==> config.mk <==
export PLATFORM = sky130hd
export DESIGN_NAME = event_queue_match_take_core
export DESIGN_NICKNAME = d
export VERILOG_FILES = /design/src/sv/evq_pkg.sv /design/src/sv/event_queue_match_take_core.sv
export SDC_FILE = /design/constraint.sdc
export NUM_CORES = 2
export LEC_CHECK = 0
export BUFFER_PORTS_ARGS = -buffer_cell sky130_fd_sc_hd__buf_2
export CAP_MARGIN = 20
export CELL_PAD_IN_SITES_DETAIL_PLACEMENT = 0
export CELL_PAD_IN_SITES_GLOBAL_PLACEMENT = 1
export CORE_ASPECT_RATIO = 0.75
export CORE_MARGIN = 2
export CORE_UTILIZATION = 30
export CTS_CLUSTER_SIZE = 8
export DETAILED_ROUTE_END_ITERATION = 10
export PLACE_DENSITY = 0.57
export SYNTH_ARGS = -nofsm -noshare
export SYNTH_HDL_FRONTEND = slang
export SYNTH_SLANG_ARGS = --single-unit
==> constraint.sdc <==
create_clock -name clk -period 7.1 [get_ports clk]
set_input_delay 0.71 -clock clk [delete_from_list [all_inputs] [get_ports clk]]
set_output_delay 0.71 -clock clk [all_outputs]
set_load 0.05 [all_outputs]
==> src/sv/evq_pkg.sv <==
package evq_pkg;

  localparam int unsigned DEPTH  = 16;
  localparam int unsigned ADDR_W = $clog2(DEPTH);
  localparam int unsigned CNT_W  = $clog2(DEPTH + 1);
  localparam int unsigned PAY_W  = 32;
  localparam int unsigned CODE_W = 16;
  localparam int unsigned DROP_W = 16;
  localparam int unsigned IN_W   = 72;
  localparam int unsigned OUT_W  = 88;

  typedef enum logic [1:0] {
    ST_DONE    = 2'd0,
    ST_FULL    = 2'd1,
    ST_NOMATCH = 2'd2
  } status_t;

  typedef enum logic {
    MODE_POST = 1'b0,
    MODE_TAKE = 1'b1
  } mode_t;

  typedef enum logic {
    CFG_ANY_CLASS = 1'b0,
    CFG_ANY_TYPE  = 1'b1
  } cfg_idx_t;

  typedef struct packed {
    logic [PAY_W-1:0]  payload;
    logic [CODE_W-1:0] ev_type;
    logic [CODE_W-1:0] ev_class;
  } entry_t;

endpackage

==> src/sv/event_queue_match_take_core.sv <==
// Event queue: holds up to 16 events in arrival order in one synchronous memory.
// A post (mode 0) is stored, or dropped and counted when the queue is full.
// A take (mode 1) scans the queue oldest first, one memory read and compare per entry,
// then closes the gap by moving every younger entry down one place, one memory read
// and write per entry. Scanned plus moved never exceeds the entries held. The memory
// gives one read per cycle, which sets the pace of a take.
// A finished result waits in the output register while the next item is accepted.
module event_queue_match_take_core (
  input  logic                             clk,
  input  logic                             rst_n,
  input  logic                             in_tvalid,
  output logic                             in_tready,
  // mode, event_class, event_type, payload (zero fill to 72)
  input  logic [evq_pkg::IN_W-1:0]         in_tdata,
  output logic                             out_tvalid,
  input  logic                             out_tready,
  // status, out_class, out_type, out_payload, held_count, dropped_total (zero fill to 88)
  output logic [evq_pkg::OUT_W-1:0]        out_tdata,
  input  logic                             cfg_we,
  input  logic                             cfg_index,
  input  logic [evq_pkg::CODE_W-1:0]       cfg_wdata
);

  typedef enum logic [5:0] {
    S_IDLE = 6'b000001,
    S_SRD  = 6'b000010,
    S_SCMP = 6'b000100,
    S_MRD  = 6'b001000,
    S_MWR  = 6'b010000,
    S_DONE = 6'b100000
  } state_t;

  state_t                       state_r, state_nxt;
  evq_pkg::entry_t              mem [evq_pkg::DEPTH];
  evq_pkg::entry_t              rdata_r;
  logic [evq_pkg::ADDR_W-1:0]   rd_addr;
  logic                         wr_en;
  logic [evq_pkg::ADDR_W-1:0]   wr_addr;
  evq_pkg::entry_t              wr_data;

  logic [evq_pkg::CODE_W-1:0]   any_class_r, any_type_r;
  logic [evq_pkg::CNT_W-1:0]    occ_r, occ_nxt;
  logic [evq_pkg::DROP_W-1:0]   drop_r, drop_nxt;
  logic [evq_pkg::ADDR_W-1:0]   k_r, k_nxt, j_r, j_nxt;
  evq_pkg::entry_t              req_r, req_nxt;
  evq_pkg::status_t             res_st_r, res_st_nxt;
  evq_pkg::entry_t              res_r, res_nxt;
  logic                         out_valid_r;
  logic [evq_pkg::OUT_W-1:0]    out_data_r;

  evq_pkg::entry_t              in_entry;
  logic                         in_mode;
  logic                         in_acc;
  logic                         match;
  logic                         load_out;
  logic [evq_pkg::CNT_W-1:0]    k_ext, j_ext;

  assign in_mode   = in_tdata[0];
  assign in_entry  = in_tdata[64:1];
  assign in_tready = (state_r == S_IDLE);
  assign in_acc    = in_tvalid && in_tready;
  assign k_ext     = {1'b0, k_r};
  assign j_ext     = {1'b0, j_r};

  assign match = ((req_r.ev_class == any_class_r) || (rdata_r.ev_class == req_r.ev_class)) &&
                 ((req_r.ev_type == any_type_r) || (rdata_r.ev_type == req_r.ev_type));

  assign load_out = (state_r == S_DONE) && (!out_valid_r || out_tready);

  always_comb begin
    state_nxt  = state_r;
    occ_nxt    = occ_r;
    drop_nxt   = drop_r;
    k_nxt      = k_r;
    j_nxt      = j_r;
    req_nxt    = req_r;
    res_st_nxt = res_st_r;
    res_nxt    = res_r;
    rd_addr    = k_r;
    wr_en      = 1'b0;
    wr_addr    = occ_r[evq_pkg::ADDR_W-1:0];
    wr_data    = in_entry;
    case (state_r)
      S_IDLE: begin
        if (in_acc) begin
          req_nxt    = in_entry;
          res_nxt    = '0;
          res_st_nxt = evq_pkg::ST_DONE;
          k_nxt      = '0;
          state_nxt  = S_DONE;
          if (in_mode == evq_pkg::MODE_POST) begin
            if (occ_r < evq_pkg::CNT_W'(evq_pkg::DEPTH)) begin
              wr_en   = 1'b1;
              occ_nxt = occ_r + 1'b1;
            end else begin
              drop_nxt   = drop_r + 1'b1;
              res_st_nxt = evq_pkg::ST_FULL;
            end
          end else if (occ_r == '0) begin
            res_st_nxt = evq_pkg::ST_NOMATCH;
          end else begin
            state_nxt = S_SRD;
          end
        end
      end
      S_SRD: begin
        rd_addr   = k_r;
        state_nxt = S_SCMP;
      end
      S_SCMP: begin
        if (match) begin
          res_nxt = rdata_r;
          if (k_ext + 1'b1 < occ_r) begin
            j_nxt     = k_r;
            state_nxt = S_MRD;
          end else begin
            occ_nxt   = occ_r - 1'b1;
            state_nxt = S_DONE;
          end
        end else if (k_ext + 1'b1 < occ_r) begin
          k_nxt     = k_r + 1'b1;
          state_nxt = S_SRD;
        end else begin
          res_st_nxt = evq_pkg::ST_NOMATCH;
          state_nxt  = S_DONE;
        end
      end
      S_MRD: begin
        rd_addr   = j_r + 1'b1;
        state_nxt = S_MWR;
      end
      S_MWR: begin
        // move the younger entry down into the gap
        wr_en   = 1'b1;
        wr_addr = j_r;
        wr_data = rdata_r;
        j_nxt   = j_r + 1'b1;
        if (j_ext + 2'd2 < occ_r) begin
          state_nxt = S_MRD;
        end else begin
          occ_nxt   = occ_r - 1'b1;
          state_nxt = S_DONE;
        end
      end
      S_DONE: begin
        if (load_out) state_nxt = S_IDLE;
      end
      default: state_nxt = S_IDLE;
    endcase
  end

  always_ff @(posedge clk) begin
    if (wr_en) mem[wr_addr] <= wr_data;
    rdata_r <= mem[rd_addr];
  end

  always_ff @(posedge clk) begin
    k_r      <= k_nxt;
    j_r      <= j_nxt;
    req_r    <= req_nxt;
    res_st_r <= res_st_nxt;
    res_r    <= res_nxt;
    if (load_out) begin
      out_data_r <= {1'b0, drop_r, occ_r, res_r.payload, res_r.ev_type, res_r.ev_class,
                     res_st_r};
    end
  end

  always_ff @(posedge clk) begin
    if (!rst_n) begin
      state_r     <= S_IDLE;
      occ_r       <= '0;
      drop_r      <= '0;
      out_valid_r <= 1'b0;
      any_class_r <= '1;
      any_type_r  <= '1;
    end else begin
      state_r <= state_nxt;
      occ_r   <= occ_nxt;
      drop_r  <= drop_nxt;
      if (load_out) out_valid_r <= 1'b1;
      else if (out_tready) out_valid_r <= 1'b0;
      if (cfg_we) begin
        case (cfg_index)
          evq_pkg::CFG_ANY_CLASS: any_class_r <= cfg_wdata;
          evq_pkg::CFG_ANY_TYPE:  any_type_r  <= cfg_wdata;
          default: ;
        endcase
      end
    end
  end

  assign out_tvalid = out_valid_r;
  assign out_tdata  = out_data_r;

  a_occ_bound: assert property (@(posedge clk) disable iff (!rst_n)
    occ_r <= evq_pkg::CNT_W'(evq_pkg::DEPTH))
    else $error("occupancy above depth");

  a_occ_step: assert property (@(posedge clk) disable iff (!rst_n)
    (occ_r != occ_nxt) |-> (state_r == S_IDLE || state_r == S_SCMP || state_r == S_MWR))
    else $error("occupancy changed outside a post or take completion");

  a_drop_on_full: assert property (@(posedge clk) disable iff (!rst_n)
    (drop_r != drop_nxt) |-> (in_acc && occ_r == evq_pkg::CNT_W'(evq_pkg::DEPTH)))
    else $error("drop count moved without a post into a full queue");

  a_shift_bound: assert property (@(posedge clk) disable iff (!rst_n)
    (state_r == S_MWR) |-> (j_ext + 1'b1 < occ_r))
    else $error("compaction ran past live entries");

endmodule
==> flow_metrics.py <==
metrics = {
    "routing": {
        "drt-initial-drc-count": 2372,
        "top_layer": "met5",
        "dr_wl_met2_mm": 64.3,
        "viasPerCell": 4.85,
        "via_count": 29800,
        "ant_nets": 0,
        "post_drt_wl_per_cell_um": 23.5,
        "drt_first_pass_iters": 5,
        "wl_met3_mm": 8.28,
        "m1WireLength_mm": 68.9,
        "drt_wl_total_mm": 145,
        "drc_errors": 0,
    },
    "cells_and_area": {
        "multiInputGateArea_mm2": 0.0124,
        "regArea_mm2": 0.0390,
        "final_util": 0.355,
        "nNetsFinal": 3833,
        "drive_gt1_frac": 0.122,
        "fillCellCount": 16500,
        "syn2layout_area_growth_pct": 17.1,
    },
    "worst_hold_path": {
        "hp-class": "in2reg",
        "hold_path_depth": 1,
    },
    "logic_synthesis": {
        "async_reset_ff_frac": 0,
        "synth.avg_cell_area_um2": 14.9,
        "synth_nets": 3619,
        "yosysMostFrequentCell": "edfxtp_1",
        "synthCells": 3509,
        "synth_area_mm2": 0.0524,
        "ys_types": 54,
        "synthesis.yosys.warnings": 0,
        "ys_seq_area_frac": 0.746,
        "synth_top_area_share": 0.698,
        "synth_top_cells_by_area": "edfxtp_1 (70%), mux2i_1 (7.5%), nand2_1 (4.9%)",
        "ys_ff_latch": 1341,
        "synth_edf_count": 1217,
        "synth_common_cells": "edfxtp_1 (1217), nand2_1 (679), mux2i_1 (391), nand3_1 (170), dfxtp_1 (124)",
        "yosys.area.top_type": "edfxtp_1",
        "synthFlopType": "edfxtp_1",
    },
    "floorplan": {
        "num_rows": 132,
        "die_h_um": 366,
        "core_area_mm2": 0.173,
        "ios": 184,
        "die_w_um": 486,
        "dieArea_mm2": 0.178,
        "start_util": 0.303,
    },
    "grt": {
        "antenna_found_initial": 15,
        "grt_overflow_total": 0,
        "grt_max_degree": 148,
        "grtUsageTotal": 0.160,
        "grt_first_pass_wirelength_mm": 209,
        "grt_pass1_vias": 29400,
    },
    "pwr": {
        "powerDensity_mw_per_mm2": 295,
        "p_leak_nw": 22.1,
        "worst_ir_drop_vdd_v": 0.000211,
    },
    "sta": {
        "period_share": 0.659,
        "hold_viol_final": 0,
        "finalSetupViolCount": 0,
        "fin_setup_tns_ns": 0,
        "maxSlewViolCount": 0,
        "fmax_mhz": 214,
        "maxSlewHeadroom": 0.284,
        "fin_skew_ns": 0.0377,
        "worstMarginPinSlew_ns": 1.07,
        "layout_min_cycle_time_ns": 4.68,
        "rsz0062_at_grt": "false",
    },
    "critical_path": {
        "worstPathMaxFanout": 29,
        "cp_cell_sequence": "nor4_4, and2_4, nand2_1, a21boi_0, nor2_1, a2bb2oi_1, nor2_4, buf_4",
        "critPathCaptureType": "register",
        "slowest_stage": "nor2_4",
        "worstPathArrival_ns": 5.10,
        "setup.worst_path.class": "reg2reg",
        "critPathMaxStageDelay_ns": 0.90,
        "crit_path_start_kind": "register",
        "reg2reg_depth": 8,
        "regToRegSetupSlack_ns": 2.42,
        "critical_path_required_ns": 7.52,
    },
    "clock_network": {
        "cts.clk_slew.worst_paths_ns": 0.05,
        "cts_root_buf": "clkbuf_16",
        "cts_sinks": 1341,
        "clk_latency_ns": 0.80,
        "clockBufferDepth": 3,
        "cts_htree_levels": 4,
        "cts_tree": "built",
        "ctsResizeCount": 0,
        "cts_hold_buffers": 0,
        "cts_made_buffers": 186,
        "post-cts-setup-buffers": 0,
    },
    "placed_design": {
        "globalplace.congestion": 0.766,
        "port_buffers": 175,
        "hpwl_mm": 77.0,
    },
    "flow_run": {
        "maxCapViolations": 0,
    },
    "run_status": {
        "outcome": "complete, no violations",
    },
}
## metal layers
metal,global-route usage,vias to the layer above
li1,-,13700
met1,0.232,15000
met2,0.244,814
met3,0.0312,253
met4,0.0437,18
met5,0,-
## cell type report
type                            instances  share of cell area
Sequential cell                      1341               0.636
Multi-Input combinational cell       1950               0.203
Clock buffer                          309              0.0848
Tap cell                             2278              0.0465
Timing Repair Buffer                  235              0.0252
Clock inverter                         11             0.00347
Inverter                                9            0.000551
Antenna cell                           10            0.000408
## path summary, 6_finish.rpt
| check | startpoint | to |
|---|---|---|
| setup / recovery | state_r[5] | mem[15][38] |
| hold / removal | in_tdata[19] | req_r[18] |
| setup reg to reg | state_r[5] | mem[15][38] |
| hold reg to reg | res_r[53] | out_tdata[55] |
## through the flow
| stage | power, mW | std cells | instance area [um2] | hold slack, ns | setup slack, ns |
|---|---|---|---|---|---|
| final | 18.1 | 6143 | 61300 | 0.115 | 2.42 |
| after detailed placement | 10.0 | 5813 | 55900 | 0.405 | 2.48 |
| after floorplan | 9.63 | 3509 | 52400 | 0.400 | 1.85 |
| after global routing | 18.7 | 6134 | 61300 | 0.0650 | 2.27 |
| after global placement | 10.0 | 5810 | 55800 | 0.403 | 2.52 |
| after CTS | 18.3 | 6133 | 61300 | 0.0518 | 2.48 |
## critical path: cells and delay by family (launching register included)
kind                   cells  cell delay (ns)
DFF                        1             0.37
and+or+nand+nor            5             2.78
AOI/OAI and AO/OA          2             0.48
buffers and inverters      1             0.63
## logic make-up (layout without fill, tap and decap cells)
family / count (synthesis) / after routing / share of synthesized area
AOI/OAI and AO/OA: 365 / 365 / 0.0468
xor gates and xnor gates: 85 / 85 / 0.0142
adders and majority gates: 16 / 16 / 0.00397
buffers and inverters: 218 / 564 / 0.0216
DFF: 1341 / 1341 / 0.746
muxes: 393 / 393 / 0.0754
other: 1 / 11 / 0.0000716
and+or+nand+nor: 1090 / 1090 / 0.0924
## state kept, by name (all words and copies together) (netlist names)
| signal | flops |
|---|---|
| mem | 1024 |
| out_tdata | 87 |
| rdata_r | 64 |
| res_r | 64 |
| req_r | 32 |
| any_class_r | 16 |
| any_type_r | 16 |
| drop_r | 16 |
| state_r | 6 |
| occ_r | 5 |
| j_r | 4 |
| k_r | 4 |
| res_st_r | 2 |
| out_tvalid | 1 |
## power by group
group          total [mW]  internal (mW)  switching (mW)
clock network        8.26           4.97            3.29
logic               0.938          0.292           0.647
registers            8.91           8.78           0.130
total                18.1           14.0            4.07
## cells in the final DEF, fill, tap and decap left out, types with 10 or more instances in the layout
| master | instances |
|---|---|
| a211oi_1 | 64 |
| a21oi_1 | 75 |
| a311oi_1 | 64 |
| a31oi_1 | 68 |
| and2_1 | 70 |
| and3_1 | 72 |
| buf_12 | 16 |
| buf_2 | 175 |
| buf_4 | 43 |
| clkbuf_1 | 118 |
| clkbuf_16 | 189 |
| dfxtp_1 | 124 |
| diode_2 | 10 |
| edfxtp_1 | 1217 |
| ha_1 | 15 |
| mux2i_1 | 390 |
| nand2_1 | 676 |
| nand3_1 | 169 |
| nor2_1 | 25 |
| nor2_4 | 16 |
| nor4_1 | 16 |
| o22ai_1 | 65 |
| xor2_1 | 78 |
Note: power is estimated with default switching activity, not from simulation.
